==> src/design/flvp_pkg.sv <==
// Package: shared types, constants and codes for the FLV tag packetizer.
`timescale 1ns / 1ps
`default_nettype none
package flvp_pkg;

	// Command queue geometry
	localparam int FIFO_DEPTH = 4;
	localparam int PTR_W      = $clog2(FIFO_DEPTH);
	localparam int CNT_W      = $clog2(FIFO_DEPTH + 1);

	// Burst byte index (longest burst is 25 bytes)
	localparam int BIDX_W = 5;
	localparam logic [BIDX_W-1:0] LAST_PASS      = 5'd0;
	localparam logic [BIDX_W-1:0] LAST_AUDIO     = 5'd16;
	localparam logic [BIDX_W-1:0] LAST_AUDIO_AAC = 5'd17;
	localparam logic [BIDX_W-1:0] LAST_VIDEO     = 5'd24;

	// Configuration port
	localparam int PADDR_W = 5;
	localparam int PDATA_W = 32;
	localparam logic [2:0] REG_FRAME_STEP   = 3'd0;
	localparam logic [2:0] REG_SOUND_TYPE   = 3'd1;
	localparam logic [2:0] REG_SOUND_SIZE   = 3'd2;
	localparam logic [2:0] REG_SOUND_RATE   = 3'd3;
	localparam logic [2:0] REG_SOUND_FORMAT = 3'd4;
	localparam logic [9:0] FRAME_STEP_RESET = 10'd40;

	// Tag stream constants
	localparam logic [7:0] TAG_AUDIO   = 8'h08;
	localparam logic [7:0] TAG_VIDEO   = 8'h09;
	localparam logic [7:0] VIDEO_KEY   = 8'h17;
	localparam logic [7:0] VIDEO_INTER = 8'h27;
	localparam logic [7:0] AVC_NALU    = 8'h01;
	localparam logic [3:0] NAL_IDR     = 4'd5;
	localparam logic [3:0] FMT_AAC     = 4'd10;
	localparam logic [7:0] START_ONE   = 8'h01;
	localparam logic [2:0] POS_SC_TYPE = 3'd2;
	localparam logic [2:0] POS_NAL_SH  = 3'd3;
	localparam logic [2:0] POS_NAL_LG  = 3'd4;
	localparam logic [2:0] POS_MAX     = 3'd7;

	typedef enum logic [2:0] {
		CMD_PASS  = 3'b001,
		CMD_VIDEO = 3'b010,
		CMD_AUDIO = 3'b100
	} cmd_kind_t;

	typedef struct packed {
		cmd_kind_t   kind;
		logic [7:0]  data_byte;
		logic        eof;
		logic [31:0] prev_size;
		logic [23:0] data_size;
		logic [31:0] tstamp;
		logic [31:0] nal_len;
		logic        key;
		logic [7:0]  snd_hdr;
		logic        aac;
		logic        aac_seq;
	} cmd_t;

	typedef struct packed {
		logic [9:0] frame_step_ms;
		logic       sound_type;
		logic       sound_size;
		logic [1:0] sound_rate;
		logic [3:0] sound_format;
	} cfg_t;

	typedef struct packed {
		logic             full;
		logic             empty;
		logic [CNT_W-1:0] count;
	} fifo_stat_t;

endpackage
`default_nettype wire

==> src/design/flvp_in_if.sv <==
// Interface: input byte channel of the FLV tag packetizer.
`timescale 1ns / 1ps
`default_nettype none
interface flvp_in_if;
	logic        valid;
	logic        ready;
	logic        func;
	logic [7:0]  data_byte;
	logic        start_of_frame;
	logic        end_of_frame;
	logic [23:0] frame_length;

	modport source (
		output valid, func, data_byte, start_of_frame, end_of_frame, frame_length,
		input  ready
	);
	modport sink (
		input  valid, func, data_byte, start_of_frame, end_of_frame, frame_length,
		output ready
	);
endinterface
`default_nettype wire

==> src/design/flvp_out_if.sv <==
// Interface: output tag byte channel of the FLV tag packetizer.
`timescale 1ns / 1ps
`default_nettype none
interface flvp_out_if;
	logic       valid;
	logic       ready;
	logic [7:0] out_byte;
	logic       last_of_run;
	logic       end_of_tag;

	modport source (
		output valid, out_byte, last_of_run, end_of_tag,
		input  ready
	);
	modport sink (
		input  valid, out_byte, last_of_run, end_of_tag,
		output ready
	);
endinterface
`default_nettype wire

==> src/design/flvp_front.sv <==
// Front end: accepts input beats, tracks frame state and issues tag commands.
`timescale 1ns / 1ps
`default_nettype none
module flvp_front (
	input  wire                     clk,
	input  wire                     arst_n,
	input  flvp_pkg::cfg_t          cfg,
	flvp_in_if.sink                 in_ch,
	input  flvp_pkg::fifo_stat_t    fifo_st,
	output logic                    push,
	output flvp_pkg::cmd_t          cmd
);
	import flvp_pkg::*;

	logic [31:0] prev_size_q;
	logic [31:0] tstamp_q;
	logic        aac_sent_q;
	logic [2:0]  pos_q;
	logic        short_q;
	logic [23:0] held_len_q;
	logic        hdr_done_q;

	logic        accept;
	logic [2:0]  pos_eff;
	logic        hd_eff;
	logic [23:0] len_eff;
	logic        is_aac;
	logic [23:0] aud_size;
	logic [31:0] skip;
	logic [31:0] nal_len;
	logic [23:0] vid_size;
	logic        nal;

	// Accept while the command queue has room
	assign in_ch.ready = !fifo_st.full;
	assign accept      = in_ch.valid && in_ch.ready;

	// Start of frame restarts position and header tracking
	assign pos_eff  = in_ch.start_of_frame ? 3'd0 : pos_q;
	assign hd_eff   = in_ch.start_of_frame ? 1'b0 : hdr_done_q;
	assign len_eff  = in_ch.start_of_frame ? in_ch.frame_length : held_len_q;

	// Tag sizes
	assign is_aac   = (cfg.sound_format == FMT_AAC);
	assign aud_size = len_eff + 24'd1 + {23'd0, is_aac};
	assign skip     = short_q ? 32'd3 : 32'd4;
	assign nal_len  = {8'd0, len_eff} - skip;
	assign vid_size = nal_len[23:0] + 24'd9;

	// NAL header byte sits right after the start code
	assign nal = !in_ch.func && !hd_eff &&
		(((pos_eff == POS_NAL_SH) && short_q) || ((pos_eff == POS_NAL_LG) && !short_q));

	// Build the command for this beat
	always_comb begin
		cmd.kind      = CMD_PASS;
		cmd.data_byte = in_ch.data_byte;
		cmd.eof       = in_ch.end_of_frame;
		cmd.prev_size = prev_size_q;
		cmd.data_size = in_ch.func ? aud_size : vid_size;
		cmd.tstamp    = tstamp_q;
		cmd.nal_len   = nal_len;
		cmd.key       = (in_ch.data_byte[3:0] == NAL_IDR);
		cmd.snd_hdr   = {cfg.sound_format, cfg.sound_rate, cfg.sound_size, cfg.sound_type};
		cmd.aac       = is_aac;
		cmd.aac_seq   = aac_sent_q;
		if (in_ch.func && in_ch.start_of_frame) begin
			cmd.kind = CMD_AUDIO;
		end else if (nal) begin
			cmd.kind = CMD_VIDEO;
		end
	end

	// Start code bytes of video produce no command
	assign push = accept && (in_ch.func || hd_eff || nal);

	// Advance frame state on each accepted beat
	always_ff @(posedge clk or negedge arst_n) begin
		if (!arst_n) begin
			prev_size_q <= '0;
			tstamp_q    <= '0;
			aac_sent_q  <= 1'b0;
			pos_q       <= '0;
			short_q     <= 1'b0;
			held_len_q  <= '0;
			hdr_done_q  <= 1'b0;
		end else if (accept) begin
			held_len_q <= len_eff;
			pos_q      <= pos_eff;
			hdr_done_q <= hd_eff;
			if (in_ch.func) begin
				if (in_ch.start_of_frame) begin
					prev_size_q <= {8'd0, aud_size} + 32'd11;
					hdr_done_q  <= 1'b1;
					if (is_aac) begin
						aac_sent_q <= 1'b1;
					end
				end
			end else if (!hd_eff) begin
				if (pos_eff == POS_SC_TYPE) begin
					short_q <= (in_ch.data_byte == START_ONE);
				end
				if (pos_eff < POS_MAX) begin
					pos_q <= pos_eff + 3'd1;
				end
				if (nal) begin
					prev_size_q <= {8'd0, vid_size} + 32'd11;
					tstamp_q    <= tstamp_q + {22'd0, cfg.frame_step_ms};
					hdr_done_q  <= 1'b1;
				end
			end
			if (in_ch.end_of_frame) begin
				pos_q      <= '0;
				hdr_done_q <= 1'b0;
			end
		end
	end

endmodule
`default_nettype wire

==> src/design/flvp_fifo.sv <==
// Command queue between front end and back end.
`timescale 1ns / 1ps
`default_nettype none
module flvp_fifo (
	input  wire                     clk,
	input  wire                     arst_n,
	input  wire                     push,
	input  flvp_pkg::cmd_t          wr_data,
	input  wire                     pop,
	output flvp_pkg::cmd_t          rd_data,
	output flvp_pkg::fifo_stat_t    st
);
	import flvp_pkg::*;

	cmd_t             mem_q [FIFO_DEPTH];
	logic [PTR_W-1:0] wr_ptr_q;
	logic [PTR_W-1:0] rd_ptr_q;
	logic [CNT_W-1:0] count_q;

	assign st.count = count_q;
	assign st.full  = (count_q == CNT_W'(FIFO_DEPTH));
	assign st.empty = (count_q == '0);
	assign rd_data  = mem_q[rd_ptr_q];

	// Store entries
	always_ff @(posedge clk) begin
		if (push) begin
			mem_q[wr_ptr_q] <= wr_data;
		end
	end

	// Move pointers and count
	always_ff @(posedge clk or negedge arst_n) begin
		if (!arst_n) begin
			wr_ptr_q <= '0;
			rd_ptr_q <= '0;
			count_q  <= '0;
		end else begin
			if (push) begin
				wr_ptr_q <= wr_ptr_q + PTR_W'(1);
			end
			if (pop) begin
				rd_ptr_q <= rd_ptr_q + PTR_W'(1);
			end
			if (push && !pop) begin
				count_q <= count_q + CNT_W'(1);
			end else if (pop && !push) begin
				count_q <= count_q - CNT_W'(1);
			end
		end
	end

endmodule
`default_nettype wire

==> src/design/flvp_back.sv <==
// Back end: expands each command into tag stream bytes behind an output register.
`timescale 1ns / 1ps
`default_nettype none
module flvp_back (
	input  wire                     clk,
	input  wire                     arst_n,
	input  wire                     empty,
	input  flvp_pkg::cmd_t          cmd,
	output logic                    pop,
	flvp_out_if.source              out_ch
);
	import flvp_pkg::*;

	logic [BIDX_W-1:0] idx_q;
	logic              out_valid_q;
	logic [7:0]        out_byte_q;
	logic              out_last_q;
	logic              out_eot_q;

	logic              load;
	logic              emit;
	logic              at_last;
	logic [BIDX_W-1:0] last_idx;
	logic [7:0]        hdr_byte;
	logic [7:0]        cur_byte;

	// Last byte index of this command's burst
	always_comb begin
		case (cmd.kind)
			CMD_VIDEO: last_idx = LAST_VIDEO;
			CMD_AUDIO: last_idx = cmd.aac ? LAST_AUDIO_AAC : LAST_AUDIO;
			CMD_PASS:  last_idx = LAST_PASS;
			default:   last_idx = LAST_PASS;
		endcase
	end

	// Previous tag size and 11-byte tag header
	always_comb begin
		case (idx_q)
			5'd0:    hdr_byte = cmd.prev_size[31:24];
			5'd1:    hdr_byte = cmd.prev_size[23:16];
			5'd2:    hdr_byte = cmd.prev_size[15:8];
			5'd3:    hdr_byte = cmd.prev_size[7:0];
			5'd4:    hdr_byte = (cmd.kind == CMD_VIDEO) ? TAG_VIDEO : TAG_AUDIO;
			5'd5:    hdr_byte = cmd.data_size[23:16];
			5'd6:    hdr_byte = cmd.data_size[15:8];
			5'd7:    hdr_byte = cmd.data_size[7:0];
			5'd8:    hdr_byte = cmd.tstamp[23:16];
			5'd9:    hdr_byte = cmd.tstamp[15:8];
			5'd10:   hdr_byte = cmd.tstamp[7:0];
			5'd11:   hdr_byte = cmd.tstamp[31:24];
			default: hdr_byte = 8'h00;
		endcase
	end

	// Pick the byte for the current burst position
	always_comb begin
		cur_byte = cmd.data_byte;
		case (cmd.kind)
			CMD_VIDEO: begin
				case (idx_q)
					5'd15:   cur_byte = cmd.key ? VIDEO_KEY : VIDEO_INTER;
					5'd16:   cur_byte = AVC_NALU;
					5'd17,
					5'd18,
					5'd19:   cur_byte = 8'h00;
					5'd20:   cur_byte = cmd.nal_len[31:24];
					5'd21:   cur_byte = cmd.nal_len[23:16];
					5'd22:   cur_byte = cmd.nal_len[15:8];
					5'd23:   cur_byte = cmd.nal_len[7:0];
					5'd24:   cur_byte = cmd.data_byte;
					default: cur_byte = hdr_byte;
				endcase
			end
			CMD_AUDIO: begin
				case (idx_q)
					5'd15:   cur_byte = cmd.snd_hdr;
					5'd16:   cur_byte = cmd.aac ? {7'd0, cmd.aac_seq} : cmd.data_byte;
					5'd17:   cur_byte = cmd.data_byte;
					default: cur_byte = hdr_byte;
				endcase
			end
			CMD_PASS: cur_byte = cmd.data_byte;
			default:  cur_byte = cmd.data_byte;
		endcase
	end

	assign load    = !out_valid_q || out_ch.ready;
	assign emit    = load && !empty;
	assign at_last = (idx_q == last_idx);
	assign pop     = emit && at_last;

	// Walk the burst and release the command after its last byte
	always_ff @(posedge clk or negedge arst_n) begin
		if (!arst_n) begin
			idx_q       <= '0;
			out_valid_q <= 1'b0;
		end else if (load) begin
			out_valid_q <= !empty;
			if (!empty) begin
				idx_q <= at_last ? '0 : idx_q + BIDX_W'(1);
			end
		end
	end

	// Output payload register
	always_ff @(posedge clk) begin
		if (emit) begin
			out_byte_q <= cur_byte;
			out_last_q <= at_last;
			out_eot_q  <= at_last && cmd.eof;
		end
	end

	assign out_ch.valid       = out_valid_q;
	assign out_ch.out_byte    = out_byte_q;
	assign out_ch.last_of_run = out_last_q;
	assign out_ch.end_of_tag  = out_eot_q;

endmodule
`default_nettype wire

==> src/design/flv_av_tag_packetizer_top.sv <==
// Top level: FLV tag packetizer with configuration registers.
`timescale 1ns / 1ps
`default_nettype none
// Wraps H.264 Annex-B video bytes and audio bytes into an FLV tag stream, one
// output byte per cycle while the receiver is ready. Payload bytes pass through
// as one output byte each, so a steady stream then sustains one input beat per
// cycle. The NAL header byte of a video frame expands into a 25-byte burst and
// the first byte of an audio frame into 17 bytes (18 for AAC); such a beat
// occupies the output for its burst, and the input stalls once the 4-entry
// command queue between the front and back ends is full. Start code bytes of a
// video frame produce no output. Configuration is written through the APB port
// by the user only while the block is idle; the block does not enforce this.
module flv_av_tag_packetizer_top (
	input  wire                              clk,
	input  wire                              arst_n,
	flvp_in_if.sink                          in_ch,
	flvp_out_if.source                       out_ch,
	input  wire                              psel,
	input  wire                              penable,
	input  wire                              pwrite,
	input  wire  [flvp_pkg::PADDR_W-1:0]     paddr,
	input  wire  [flvp_pkg::PDATA_W-1:0]     pwdata,
	output logic [flvp_pkg::PDATA_W-1:0]     prdata,
	output logic                             pready
);
	import flvp_pkg::*;

	cfg_t       cfg_q;
	logic       cfg_wr;
	logic [2:0] reg_idx;
	logic       push;
	logic       pop;
	cmd_t       push_cmd;
	cmd_t       pop_cmd;
	fifo_stat_t fifo_st;

	assign pready  = 1'b1;
	assign reg_idx = paddr[4:2];
	assign cfg_wr  = psel && penable && pwrite && pready;

	// Configuration registers
	always_ff @(posedge clk or negedge arst_n) begin
		if (!arst_n) begin
			cfg_q.frame_step_ms <= FRAME_STEP_RESET;
			cfg_q.sound_type    <= 1'b0;
			cfg_q.sound_size    <= 1'b0;
			cfg_q.sound_rate    <= 2'd0;
			cfg_q.sound_format  <= 4'd0;
		end else if (cfg_wr) begin
			case (reg_idx)
				REG_FRAME_STEP:   cfg_q.frame_step_ms <= pwdata[9:0];
				REG_SOUND_TYPE:   cfg_q.sound_type    <= pwdata[0];
				REG_SOUND_SIZE:   cfg_q.sound_size    <= pwdata[0];
				REG_SOUND_RATE:   cfg_q.sound_rate    <= pwdata[1:0];
				REG_SOUND_FORMAT: cfg_q.sound_format  <= pwdata[3:0];
				default: ;
			endcase
		end
	end

	// Register readback
	always_comb begin
		case (reg_idx)
			REG_FRAME_STEP:   prdata = {22'd0, cfg_q.frame_step_ms};
			REG_SOUND_TYPE:   prdata = {31'd0, cfg_q.sound_type};
			REG_SOUND_SIZE:   prdata = {31'd0, cfg_q.sound_size};
			REG_SOUND_RATE:   prdata = {30'd0, cfg_q.sound_rate};
			REG_SOUND_FORMAT: prdata = {28'd0, cfg_q.sound_format};
			default:          prdata = '0;
		endcase
	end

	flvp_front u_front (
		.clk     (clk),
		.arst_n  (arst_n),
		.cfg     (cfg_q),
		.in_ch   (in_ch),
		.fifo_st (fifo_st),
		.push    (push),
		.cmd     (push_cmd)
	);

	flvp_fifo u_fifo (
		.clk     (clk),
		.arst_n  (arst_n),
		.push    (push),
		.wr_data (push_cmd),
		.pop     (pop),
		.rd_data (pop_cmd),
		.st      (fifo_st)
	);

	flvp_back u_back (
		.clk    (clk),
		.arst_n (arst_n),
		.empty  (fifo_st.empty),
		.cmd    (pop_cmd),
		.pop    (pop),
		.out_ch (out_ch)
	);

`ifndef SYNTHESIS
	a_fifo_bound: assert property (@(posedge clk) disable iff (!arst_n)
		fifo_st.count <= CNT_W'(FIFO_DEPTH))
		else $error("command queue count exceeds depth");

	a_pop_nonempty: assert property (@(posedge clk) disable iff (!arst_n)
		pop |-> !fifo_st.empty)
		else $error("command popped from empty queue");

	a_eot_last: assert property (@(posedge clk) disable iff (!arst_n)
		(out_ch.valid && out_ch.end_of_tag) |-> out_ch.last_of_run)
		else $error("end of tag on a beat that does not close its run");

	a_push_room: assert property (@(posedge clk) disable iff (!arst_n)
		(push && !pop) |-> !fifo_st.full)
		else $error("command pushed into full queue");
`endif

endmodule
`default_nettype wire

==> src/flat_wrapper.sv <==
// flat-port wrapper written by rule: the top's interface ports become plain ports
module flv_av_tag_packetizer_top_flat import flvp_pkg::*;
  (clk, arst_n, psel, penable, pwrite, paddr, pwdata, prdata, pready, in_ch_valid, in_ch_func, in_ch_data_byte, in_ch_start_of_frame, in_ch_end_of_frame, in_ch_frame_length, in_ch_ready, out_ch_valid, out_ch_out_byte, out_ch_last_of_run, out_ch_end_of_tag, out_ch_ready);
  flvp_in_if in_ch_i ();
  flvp_out_if out_ch_i ();
  input  wire clk;
  input  wire arst_n;
  input  wire psel;
  input  wire penable;
  input  wire pwrite;
  input  wire  [flvp_pkg::PADDR_W-1:0] paddr;
  input  wire  [flvp_pkg::PDATA_W-1:0] pwdata;
  output logic [flvp_pkg::PDATA_W-1:0] prdata;
  output logic pready;
  input wire logic [$bits(in_ch_i.valid)-1:0] in_ch_valid;
  input wire logic [$bits(in_ch_i.func)-1:0] in_ch_func;
  input wire logic [$bits(in_ch_i.data_byte)-1:0] in_ch_data_byte;
  input wire logic [$bits(in_ch_i.start_of_frame)-1:0] in_ch_start_of_frame;
  input wire logic [$bits(in_ch_i.end_of_frame)-1:0] in_ch_end_of_frame;
  input wire logic [$bits(in_ch_i.frame_length)-1:0] in_ch_frame_length;
  output wire logic [$bits(in_ch_i.ready)-1:0] in_ch_ready;
  output wire logic [$bits(out_ch_i.valid)-1:0] out_ch_valid;
  output wire logic [$bits(out_ch_i.out_byte)-1:0] out_ch_out_byte;
  output wire logic [$bits(out_ch_i.last_of_run)-1:0] out_ch_last_of_run;
  output wire logic [$bits(out_ch_i.end_of_tag)-1:0] out_ch_end_of_tag;
  input wire logic [$bits(out_ch_i.ready)-1:0] out_ch_ready;
  assign in_ch_i.valid = in_ch_valid;
  assign in_ch_i.func = in_ch_func;
  assign in_ch_i.data_byte = in_ch_data_byte;
  assign in_ch_i.start_of_frame = in_ch_start_of_frame;
  assign in_ch_i.end_of_frame = in_ch_end_of_frame;
  assign in_ch_i.frame_length = in_ch_frame_length;
  assign in_ch_ready = in_ch_i.ready;
  assign out_ch_valid = out_ch_i.valid;
  assign out_ch_out_byte = out_ch_i.out_byte;
  assign out_ch_last_of_run = out_ch_i.last_of_run;
  assign out_ch_end_of_tag = out_ch_i.end_of_tag;
  assign out_ch_i.ready = out_ch_ready;
  flv_av_tag_packetizer_top u_core (.clk(clk), .arst_n(arst_n), .in_ch(in_ch_i), .out_ch(out_ch_i), .psel(psel), .penable(penable), .pwrite(pwrite), .paddr(paddr), .pwdata(pwdata), .prdata(prdata), .pready(pready));
endmodule
==> config.mk <==
export PLATFORM = sky130hd
export DESIGN_NAME = flv_av_tag_packetizer_top_flat
export DESIGN_NICKNAME = d
export VERILOG_FILES = /design/src/design/flvp_pkg.sv /design/src/design/flvp_in_if.sv /design/src/design/flvp_out_if.sv /design/src/design/flvp_front.sv /design/src/design/flvp_fifo.sv /design/src/design/flvp_back.sv /design/src/design/flv_av_tag_packetizer_top.sv /design/src/flat_wrapper.sv
export SDC_FILE = /design/constraint.sdc
export NUM_CORES = 1
export LEC_CHECK = 0
export ABC_AREA = 1
export ABC_CLOCK_PERIOD_IN_PS = 8500
export BUFFER_PORTS_ARGS = -buffer_cell sky130_fd_sc_hd__buf_4
export CAP_MARGIN = 20
export CORE_AREA = 2 2 223 225
export CTS_BUF_LIST = sky130_fd_sc_hd__clkbuf_16
export DETAILED_ROUTE_END_ITERATION = 10
export DIE_AREA = 0 0 225 227
export GPL_TIMING_DRIVEN = 0
export PLACE_DENSITY = 0.79
export SETUP_SLACK_MARGIN = 0.2
export SYNTH_ARGS = -nofsm -noshare
export SYNTH_HDL_FRONTEND = slang
export SYNTH_SLANG_ARGS = --single-unit
==> constraint.sdc <==
create_clock -name clk -period 8.5 [get_ports clk]
set_clock_uncertainty 0.2 [all_clocks]
set_input_delay 2.55 -clock clk [delete_from_list [all_inputs] [get_ports clk]]
set_output_delay 2.55 -clock clk [all_outputs]
set_load 0.02 [all_outputs]
=== After elaboration in Yosys (flattened, before gate mapping) ===
Memory sizes are Yosys's and may differ from the RTL's.
Cells that the tools add are included.

* Register bits after elaboration: 135
* Bits in writable memories: 572
* Output and inout bits: 45
* Word-level logic and storage cells: 152
* Memories: 1

* Add/subtract/negate cells: 13
* $lt $le $gt $ge: 1
* Equal/unequal tests: 37
* Muxes and demuxes: 35
* Bitwise gates (word level): 3
* Reductions and logical operators: 42

{| class="wikitable"
|+ Memories
! name !! words !! bits a word !! read ports !! clocked after memory_dff !! write ports !! RTL line !! text
|-
| u_core.u_fifo.mem_q || 4 || 143 || 1 || 0 || 1 || flvp_fifo.sv:15 || <nowiki>cmd_t mem_q [FIFO_DEPTH];</nowiki>
|}

{| class="wikitable"
|+ Operators by type and width
! kind !! number
|-
| $mux 32 || 4
|-
| $pmux 8 s12 || 1
|-
| $pmux 8 s8 || 1
|-
| $add 24x4->25 const B || 2
|-
| $pmux 10 s5 || 1
|-
| $mux 24 || 2
|-
| $eq 5x5->1 const B || 9
|-
| $add 32x10->32 || 1
|-
| $mux 3 || 9
|-
| $eq 5x4->1 const B || 5
|-
| $sub 24x3->25 || 1
|-
| $add 24x1->24 || 1
|-
| $add 24x1->24 const B || 1
|-
| $add 24x4->24 const B || 1
|-
| $pmux 8 s3 || 1
|-
| $eq 5x3->1 const B || 4
|-
| $pmux 8 s2 || 1
|-
| $reduce_and 4->1 || 4
|-
| $eq 3x2->1 const B || 5
|-
| $logic_and 1x1->1 || 14
|-
| $eq 3x3->1 const B || 4
|-
| $reduce_and 2->1 || 6
|-
| $eq 5x2->1 const B || 2
|-
| $mux 1 || 10
|-
| 25 further kinds || 41
|}

=== Depth between registers and ports, before layout ===
Gate-level depths: netlist of run 1.

* Word-level depth: 11
* Mapped depth: 30

=== Hierarchy ===
A second synthesis of run 1 with hierarchy kept.

* Cell total of the unflattened synthesis: 3571
* Area, all modules: 35547.8 sq um

{| class="wikitable"
|+ Modules (own cells, without submodules)
! module !! times used !! cells each !! area an instance (sq um)
|-
| flvp_fifo || 1 || 1716 || 23602.6
|-
| flvp_front || 1 || 1192 || 8051.5
|-
| flvp_back || 1 || 527 || 2805.2
|-
| flv_av_tag_packetizer_top || 1 || 136 || 1088.5
|}

=== Worst setup path before layout of run 1 ===
OpenSTA, ideal clock, no wires.

* Kind: input to register
* Start point: input port in_ch_start_of_frame
* End point: memory u_core.u_fifo.mem_q[0][0] (netlist name) (enable)
* Data arrival time: 9190 ps
* Path slack: -1510 ps
* Stages on the path: 11
* Path buffers: 3
* Cell sequence: buf_6 buf_6 buf_6 nor2_1 ha_1 ha_1 nand2_1 and2_1 inv_1 o21ai_1 nor2_1

* Cells in the longest elaborated chain, start to end: 9
* Elaborated cells between the ends (all ways): 15
* Classes of those cells: eq/ne (2); mux (4); reduce/logical (9)

{| class="wikitable"
|+ RTL lines
! what !! RTL line !! text
|-
| start: declaration || flat_wrapper.sv:18 || <nowiki>input wire logic [$bits(in_ch_i.start_of_frame)-1:0] in_ch_start_of_frame;</nowiki>
|-
| $mux 3 || flvp_front.sv:39 || <nowiki>assign pos_eff = in_ch.start_of_frame ? 3'd0 : pos_q;</nowiki>
|-
| $eq 3x2->1 or $eq 3x3->1 (tied branches) || flvp_front.sv:52 || <nowiki>(((pos_eff == POS_NAL_SH) && short_q) || ((pos_eff == POS_NAL_LG) && !short_q));</nowiki>
|-
| $logic_and 1x1->1 || flvp_front.sv:52 ||
|-
| $logic_or 1x1->1 || flvp_front.sv:52 ||
|-
| $logic_and 1x1->1 || flvp_front.sv:51 || <nowiki>assign nal = !in_ch.func && !hd_eff &&</nowiki>
|-
| $logic_or 1x1->1 (*) || flvp_front.sv:75 || <nowiki>assign push = accept && (in_ch.func || hd_eff || nal);</nowiki>
|-
| $logic_and 1x1->1 (*) || flvp_front.sv:75 ||
|-
| $mux 1 (*) || flvp_fifo.sv:27 || <nowiki>if (push) begin</nowiki>
|-
| $mux 1 (implied by the code) (*) || flvp_fifo.sv:28 || <nowiki>mem_q[wr_ptr_q] <= wr_data;</nowiki>
|-
| end: declaration || flvp_fifo.sv:15 ||
|}

Every way passes the cells marked *; elsewhere a longest branch is shown, timed or not.

==> impl_summary.log, run 1 <==
[metrics] status: completed
[metrics] class of the most critical setup path: in -> reg
[metrics] kind of start point of the critical path: input pin
[metrics] TritonCTS buffer count: 67
[metrics] most instantiated library cell after synthesis: edfxtp_1
[metrics] register area share after synthesis: 63.0%
[metrics] Synthesis Warnings: 0
[metrics] DR pass1 iterations: 6
[metrics] initial core utilization: 61.3%
[metrics] leakage component of the power: 13.0 nW
[metrics] number of storage elements in the synthesis netlist: 644
[metrics] final number of setup-violating endpoints: 0
[metrics] prevailing post-synth register cell: edfxtp_1
[metrics] I/O Pins: 124
[metrics] Worst Tran Pin Value: 1.11 ns
[metrics] maximum ir drop on the vdd rail: 0.208 mV
[metrics] final count of hold timing violations: 0
[metrics] tightest slew margin relative to the limit: 25.9%
[metrics] die width: 225 µm
[metrics] number of buffers added to fix hold violations after cts: 0
[metrics] initial antenna violation count: 3
[metrics] clock-pin slew on the worst setup and hold paths: 0.06 ns
[metrics] biggest cell delay along the critical path: 0.55 ns
[metrics] GRT Total Usage: 35.3%
[metrics] gate count after technology mapping: 2,848
[metrics] Post-Route Utilization: 69.9%
[metrics] number of global-route vias before repair: 22,600
[metrics] Max H-tree Level: 3
[metrics] number of pins exceeding their max-slew limit in the final report: 0
[metrics] FMAX: 0.145 GHz
[metrics] HPWL after DPL: 62,700 µm
[metrics] DRC violation count after routing: 0
[metrics] total negative slack: 0 ns
[metrics] Post-CTS Setup Inserts: 0
[metrics] core area: 48,500 µm²
[metrics] Async SR Flop Fraction: 18.3%
[metrics] maximum buffer depth of the clock tree: 3
[metrics] worst-skew pair later-pin latency: 0.62 ns
[metrics] global-route met2 utilization: 58.2%
[metrics] Tightest Hold Check Type: reg -> reg
[metrics] cell accounting for the most synthesized area: edfxtp_1
[metrics] number of distinct library cells after synthesis: 61
[metrics] sum of overflow across all layers after global routing: 0
[metrics] placed cells: 3,593
[metrics] Global Route met1 Usage: 43.3%
[metrics] global-route track usage on met3: 8.12%
[metrics] weighted congestion at the end of routability-driven global placement: 0.925
[metrics] endpoint kind of the worst setup timing path: register
[metrics] Worst Path Arrival: 7.21 ns
[metrics] Post-synth top cells: edfxtp_1 (526), nand2_1 (466), nor2_1 (403)
[metrics] via density per instance: 6.26
[metrics] top post-synthesis cells by area: edfxtp_1 (53%), dfrtp_1 (9.8%), nand2_1 (5.9%), o21ai_0 (5.4%), nor2_1 (5.1%)
[metrics] number of DRC markers in iteration 0: 2,899
[metrics] overall power after layout: 11.5 mW
[metrics] share of the synthesized area in the top cell type: 53.1%
[metrics] post-synthesis instance area: 29,800 µm²
[metrics] Worst Path Max Fanout: 10
[metrics] area growth from synthesis to layout: 14.0%
[metrics] number of clock sinks: 644
[metrics] TritonCTS clock tree: yes
[metrics] die span in y: 227 µm
[metrics] fraction of the cycle the final worst path needs: 81.4%
[metrics] number of gates given a new drive strength after cts: 0
[metrics] GRT Max-Usage Layer: met2
[metrics] standard cell with the maximum stage delay on the critical path: fa_1
[metrics] fraction of final layout cells sized beyond drive strength 1: 12.5%
[metrics] global-route wire length before repair: 132,000 µm
[metrics] diode insertion count for antenna repair: 0
[metrics] buffer type at the clock tree root: clkbuf_16
[metrics] Post-synth EDFFs: 526
[metrics] count of port buffers added during placement: 76
[metrics] Final Instance Area: 33,900 µm²
[metrics] average footprint of a synthesized cell: 10.5 µm²
[metrics] number of nets in the finished design: 3,153
[metrics] drt total wl: 89,200 µm
[metrics] die area: 51,100 µm²
[metrics] Placed Instance Area: 31,700 µm²
[metrics] power density cells: 338 nW/µm²
[metrics] Detail Route Antenna Nets: 0
[metrics] count of placed standard cells in the final layout, fillers left out: 3,717
[metrics] drt wl/cell: 24.0 µm
[metrics] maximum number of pins on one net before global-route repair: 81
[metrics] unrepaired setup endpoints after global routing: no
[metrics] final period demand of the worst path: 6.92 ns
[metrics] count of max-cap constraint violations: 0
[metrics] worst endpoint required time: 8.79 ns
[metrics] number of placement rows: 81
[metrics] DR vias: 23,300
[cell type report]
class                      instances  area (µm²)
buffer                           135         643
clock buffer                      69        1730
clock inverter                    55         482
fill                            3401       14600
inverter                         198         743
multi-input combinational       1892        9750
sequential                       644       18800
tap                              622         778
timing repair buffer             102        1060
[registers in the layout, summed over array words and instances (netlist names)]
name and count:
u_core.u_front.pos_q 3, u_core.u_back.out_ch.end_of_tag 1, u_core.u_back.out_ch.last_of_run 1, u_core.u_front.aac_sent_q 1, u_core.u_front.prev_size_q 25, u_core.u_fifo.rd_ptr_q 2
u_core.u_back.idx_q 5, u_core.u_front.tstamp_q 32, u_core.u_fifo.count_q 3, u_core.u_fifo.wr_ptr_q 2, u_core.u_front.hdr_done_q 1, u_core.cfg_q 18
u_core.u_front.short_q 1, u_core.u_front.held_len_q 24, u_core.u_back.out_ch.out_byte 8, u_core.u_back.out_ch.valid 1, u_core.u_fifo.mem_q 516
[stage by stage]
stage	hold WS, ns	worst slack (ns)
2_1_floorplan	0.248	-1.51
3_3_place_gp	0.268	-6.09
3_5_place_dp	0.280	1.05
4_1_cts	0.294	1.64
5_1_grt	0.315	1.37
6_report	0.292	1.58
[cells by family (layout without fill, tap and decap cells)]
| logic type | Yosys count | after routing | share of synthesized area, % |
|---|---|---|---|
| flip-flops | 644 | 644 | 63.0 |
| AND/OR/NAND/NOR | 1182 | 1182 | 17.6 |
| multiplexers | 9 | 9 | 0.332 |
| XOR/XNOR | 51 | 51 | 1.50 |
| adder cells (fa/ha/maj) | 34 | 34 | 1.50 |
| buffers and inverters | 333 | 559 | 4.66 |
| AO/OA/AOI/OAI | 593 | 593 | 11.4 |
| other | 2 | 23 | 0.0252 |
[path summary, 6_finish.rpt]
| kind | slack (ns) | cells after the start | to | from |
|---|---|---|---|---|
| worst max-delay path | 1.58 | 28 | u_core.u_front.prev_size_q[20] | in_ch_start_of_frame |
| worst min-delay path | 0.29 | 2 | u_core.u_front.held_len_q[13] | u_core.u_front.held_len_q[13] |
| worst max register to register | 3.58 | 21 | u_core.u_front.prev_size_q[20] | u_core.cfg_q[0] |
| worst min register to register | 0.29 | 2 | u_core.u_front.held_len_q[13] | u_core.u_front.held_len_q[13] |
| max in group asynchronous | 5.60 | 2 | u_core.u_front.prev_size_q[0] | arst_n |
| min in group asynchronous | 1.64 | 1 | u_core.u_back.out_ch.valid | arst_n |
[report_power, final]
group	internal, mW	switching (mW)	total, mW
Sequential	4.10	0.288	4.39
Combinational	1.09	3.01	4.11
Clock	1.70	1.25	2.95
Total	6.90	4.55	11.5
[worst max-delay path: cells and delay by family]
| kind | cells | cell delay (ns) |
|---|---|---|
| AO/OA/AOI/OAI | 1 | 0.29 |
| multiplexers | 1 | 0.38 |
| adder cells (fa/ha/maj) | 4 | 1.28 |
| buffers and inverters | 9 | 1.04 |
| AND/OR/NAND/NOR | 13 | 1.67 |
[metal layers]
metal  vias up  part of all wire [%]
li1      10300                     -
met2      1528                    48
met3       328                    11
met1     11100                    35
met5         -                 0.040
met4         6                   6.0
[cell usage in the layout (no fill, tap or decap), types with 14 or more instances in the layout]
master / netlist / final
xor2_1: 32 / 32
nand4_1: 26 / 26
buf_12: 0 / 16
conb_1: 2 / 23
ha_1: 31 / 31
a221oi_1: 32 / 32
nor2_1: 403 / 399
nand2_2: 42 / 42
nand3_1: 132 / 132
o22ai_1: 105 / 105
nand2_1: 466 / 466
clkbuf_16: 0 / 69
inv_1: 181 / 193
clkbuf_1: 92 / 92
nor2_2: 26 / 26
a21oi_1: 66 / 66
nor3_1: 24 / 24
buf_4: 23 / 102
dfrtp_1: 116 / 116
edfxtp_1: 526 / 526
xnor2_1: 19 / 19
nor2_4: 20 / 24
o21ai_0: 320 / 320
o21ai_1: 14 / 14
Note: power is estimated with default switching activity, not from simulation.
==> run 2: changes to the inputs <==
--- a/config.mk
+++ b/config.mk
@@ -5,16 +5,16 @@
 export SDC_FILE = /design/constraint.sdc
 export NUM_CORES = 1
 export LEC_CHECK = 0
-export ABC_AREA = 1
-export ABC_CLOCK_PERIOD_IN_PS = 8500
+export ABC_AREA = 0
+export ABC_CLOCK_PERIOD_IN_PS = 7230
 export BUFFER_PORTS_ARGS = -buffer_cell sky130_fd_sc_hd__buf_4
 export CAP_MARGIN = 20
-export CORE_AREA = 2 2 223 225
+export CORE_AREA = 2 2 220 222
 export CTS_BUF_LIST = sky130_fd_sc_hd__clkbuf_16
 export DETAILED_ROUTE_END_ITERATION = 10
-export DIE_AREA = 0 0 225 227
+export DIE_AREA = 0 0 222 224
 export GPL_TIMING_DRIVEN = 0
-export PLACE_DENSITY = 0.79
+export PLACE_DENSITY = 0.8
 export SETUP_SLACK_MARGIN = 0.2
 export SYNTH_ARGS = -nofsm -noshare
 export SYNTH_HDL_FRONTEND = slang
==> constraint.sdc (replaced) <==
create_clock -name clk -period 7.23 [get_ports clk]
set_clock_uncertainty 0.2 [all_clocks]
set_input_delay 2.169 -clock clk [delete_from_list [all_inputs] [get_ports clk]]
set_output_delay 2.169 -clock clk [all_outputs]
set_load 0.02 [all_outputs]
==> impl_summary.log, run 2 <==
[metrics] tightest slew margin relative to the limit: 18.2%
[metrics] Synthesis Warnings: 0
[metrics] die area: 49,700 µm²
[metrics] Post-synth top cells: edfxtp_1 (526), nand2_1 (149), mux4_2 (129)
[metrics] number of global-route vias before repair: 17,900
[metrics] number of storage elements in the synthesis netlist: 644
[metrics] met3 routed wirelength: 7480 µm
[metrics] final number of setup-violating endpoints: 0
[metrics] Tightest Hold Check Type: reg -> reg
[metrics] standard cell with the maximum stage delay on the critical path: or4_1
[metrics] clock-pin slew on the worst setup and hold paths: 0.06 ns
[metrics] metal2 WL: 37,000 µm
[metrics] most instantiated library cell after synthesis: edfxtp_1
[metrics] Post-synth EDFFs: 526
[metrics] number of nets in the finished design: 2,192
[metrics] library cell appearing most often on the critical path: buf_8
[metrics] GRT Total Usage: 30.8%
[metrics] global-route wire length before repair: 112,000 µm
[metrics] placed cells: 2,606
[metrics] max FFs per register: 516
[metrics] gate count after technology mapping: 1,883
[metrics] overall power after layout: 12.5 mW
[metrics] dominant combinational cell family by area after synthesis: multiplexers
[metrics] worst-skew pair later-pin latency: 0.63 ns
[metrics] prevailing post-synth register cell: edfxtp_1
[metrics] maximum buffer depth of the clock tree: 3
[metrics] class of the most critical setup path: in -> reg
[metrics] Biggest register: u_core.u_fifo.mem_q
[metrics] routed metal-1 wire length: 28,000 µm
[metrics] count of placed standard cells in the final layout, fillers left out: 2,749
[metrics] total negative slack: 0 ns
[metrics] number of distinct library cells after synthesis: 114
[metrics] drt total wl: 76,300 µm
[metrics] unrepaired setup endpoints after global routing: no
[metrics] most common cell after layout, fill and taps aside: edfxtp_1
[metrics] die span in y: 224 µm
[metrics] die width: 222 µm
[metrics] TritonCTS buffer count: 61
[metrics] number of pins exceeding their max-slew limit in the final report: 0
[metrics] count of max-cap constraint violations: 0
[metrics] status: completed
[metrics] leakage component of the power: 11.9 nW
[metrics] weighted congestion at the end of routability-driven global placement: 0.910
[metrics] buffer type at the clock tree root: clkbuf_16
[metrics] DR pass1 iterations: 6
[metrics] Detail Route Antenna Nets: 0
[metrics] endpoint kind of the worst setup timing path: register
[metrics] Worst Path Max Fanout: 10
[metrics] cell accounting for the most synthesized area: edfxtp_1
[metrics] maximum ir drop on the vdd rail: 0.309 mV
[metrics] number of buffer and inverter stages on the critical path: 8
[metrics] number of DRC markers in iteration 0: 2,383
[metrics] worst setup timing slack at the placement stage: -0.963 ns
[metrics] maximum number of pins on one net before global-route repair: 85
[metrics] share of the synthesized area in the top cell type: 54.2%
[metrics] biggest cell delay along the critical path: 0.51 ns
[metrics] worst endpoint required time: 7.59 ns
[metrics] average footprint of a synthesized cell: 15.5 µm²
[metrics] final count of hold timing violations: 0
[metrics] most frequent cells in the layout: edfxtp_1 (526), nand2_1 (148), mux4_2 (129)
[metrics] top post-synthesis cells by area: edfxtp_1 (54%), mux4_2 (10%), dfrtp_1 (10%), nand2_1 (1.9%), xnor2_1 (1.7%)
[metrics] post-route worst setup slack: 0.310 ns
[metrics] mux share of post-synthesis cell area: 12.5%
[metrics] cells along the critical path: buf_4 > buf_8 > buf_8 > buf_12 > buf_8 > buf_6 > mux2i_4 > ha_2 > inv_1 > fa_2 > a21oi_4 > nand2_2 > or3_4 > a221o_1 > buf_4 > nor4_1 > o31a_2 > nand3_4 > or4_1 > mux2_2 > o211ai_2
[metrics] number of placement rows: 80
[metrics] via density per instance: 6.70
[metrics] Async SR Flop Fraction: 18.3%
[metrics] TritonCTS clock tree: yes
[metrics] post-synthesis instance area: 29,100 µm²
[metrics] Post-Synth Adder-Cell Area: 1.54%
[metrics] DR vias: 18,400
[metrics] initial core utilization: 61.6%
[metrics] fraction of final layout cells sized beyond drive strength 1: 23.9%
[metrics] initial antenna violation count: 1
[metrics] fraction of the cycle the final worst path needs: 95.7%
[metrics] sum of overflow across all layers after global routing: 0
[metrics] largest delay contributor family on the critical path: simple AND/OR/NAND/NOR gates
[metrics] Worst Tran Pin Value: 1.20 ns
[metrics] simple-gate portion of the synthesized area: 8.83%
[metrics] power density cells: 377 nW/µm²
[metrics] Worst Path Arrival: 7.28 ns
[metrics] DRC violation count after routing: 0
[metrics] share of the synthesized netlist area taken by xor and xnor gates: 3.09%
[metrics] final period demand of the worst path: 6.92 ns
[metrics] core area: 47,300 µm²
[metrics] area growth from synthesis to layout: 14.2%
[metrics] Max H-tree Level: 2
[metrics] number of clock sinks: 644
[metrics] HPWL after DPL: 51,500 µm
[metrics] count of port buffers added during placement: 73
[metrics] top flop regs: u_core.u_fifo.mem_q (516), u_core.u_front.tstamp_q (32), u_core.u_front.prev_size_q (25)
[metrics] drt wl/cell: 27.7 µm
[metrics] I/O Pins: 124
[metrics] kind of start point of the critical path: input pin
[metrics] register area share after synthesis: 64.3%
[metrics] top routing layer in use: met5
[metrics] Compound-Gate Fraction of Synth Area: 7.10%
[metrics] FMAX: 0.145 GHz
==> run 2: logic make-up after synthesis <==
family / after synthesis
flip-flops: 644
AND/OR/NAND/NOR: 456
AO/OA/AOI/OAI: 293
multiplexers: 197
buffers and inverters: 156
XOR/XNOR: 101
adder cells (fa/ha/maj): 34
other: 2
==> run 2: timing repair <==
action                                  in CTS  in global routing
buffers inserted                             3                 17
endpoints found under the setup margin      16                 11
resized for setup                           19                 17
pin swaps                                    4                 12
hold buffers                                 0                  0
==> run 2: tightest hold or removal path: cells and delay by family (launching register included) <==
family / cells / cell delay [ns]
flops: 1 / 0.34
simple gates: 1 / 0.05
compound gates: 1 / 0.06
==> run 2: layer usage <==
metal | track usage, % | vias up
met5 | 0 | -
met4 | 13.5 | 2
met3 | 6.15 | 225
met2 | 50.5 | 1132
met1 | 40.5 | 9320
li1 | - | 7736
==> run 2: layout make-up <==
| class | instances | area (µm²) |
|---|---|---|
| Tap cell | 615 | 769 |
| Clock inverter | 53 | 429 |
| Timing Repair Buffer | 112 | 1050 |
| Antenna cell | 2 | 5.00 |
| Buffer | 101 | 547 |
| Multi-Input combinational cell | 1104 | 9960 |
| Fill cell | 2982 | 14100 |
| Sequential cell | 644 | 18800 |
| Inverter | 55 | 206 |
| Clock buffer | 63 | 1580 |
==> run 2: stage by stage <==
| stage | hold WS [ns] | util [%] | instance area, µm² |
|---|---|---|---|
| 6_report | 0.286 | 70.3 | 33300 |
| 4_1_cts | 0.284 | 69.7 | 33000 |
| 3_5_place_dp | 0.271 | 65.2 | 30900 |
| 3_3_place_gp | 0.265 | 64.5 | 30600 |
| 5_1_grt | 0.317 | 70.3 | 33300 |
| 2_1_floorplan | 0.249 | - | 29200 |
==> run 2: final timing paths <==
path	start	end	slack (ns)	depth (start not counted)
worst max-delay path	in_ch_start_of_frame	u_core.u_front.prev_size_q[22]	0.31	21
worst max register to register	u_core.u_fifo.rd_ptr_q[1]	u_core.u_back.out_ch.out_byte[5]	0.93	10
worst min register to register	u_core.u_front.held_len_q[17]	u_core.u_front.held_len_q[17]	0.29	2
max in group asynchronous	arst_n	u_core.u_front.tstamp_q[31]	4.80	2
worst min-delay path	u_core.u_front.held_len_q[17]	u_core.u_front.held_len_q[17]	0.29	2
min in group asynchronous	arst_n	u_core.u_fifo.wr_ptr_q[1]	1.23	1
==> run 2: report_power, final <==
group | switching, mW | internal, mW | leakage (nW)
Combinational | 2.62 | 1.55 | 4.44
Clock | 1.39 | 1.83 | 1.05
Sequential | 0.335 | 4.81 | 6.38
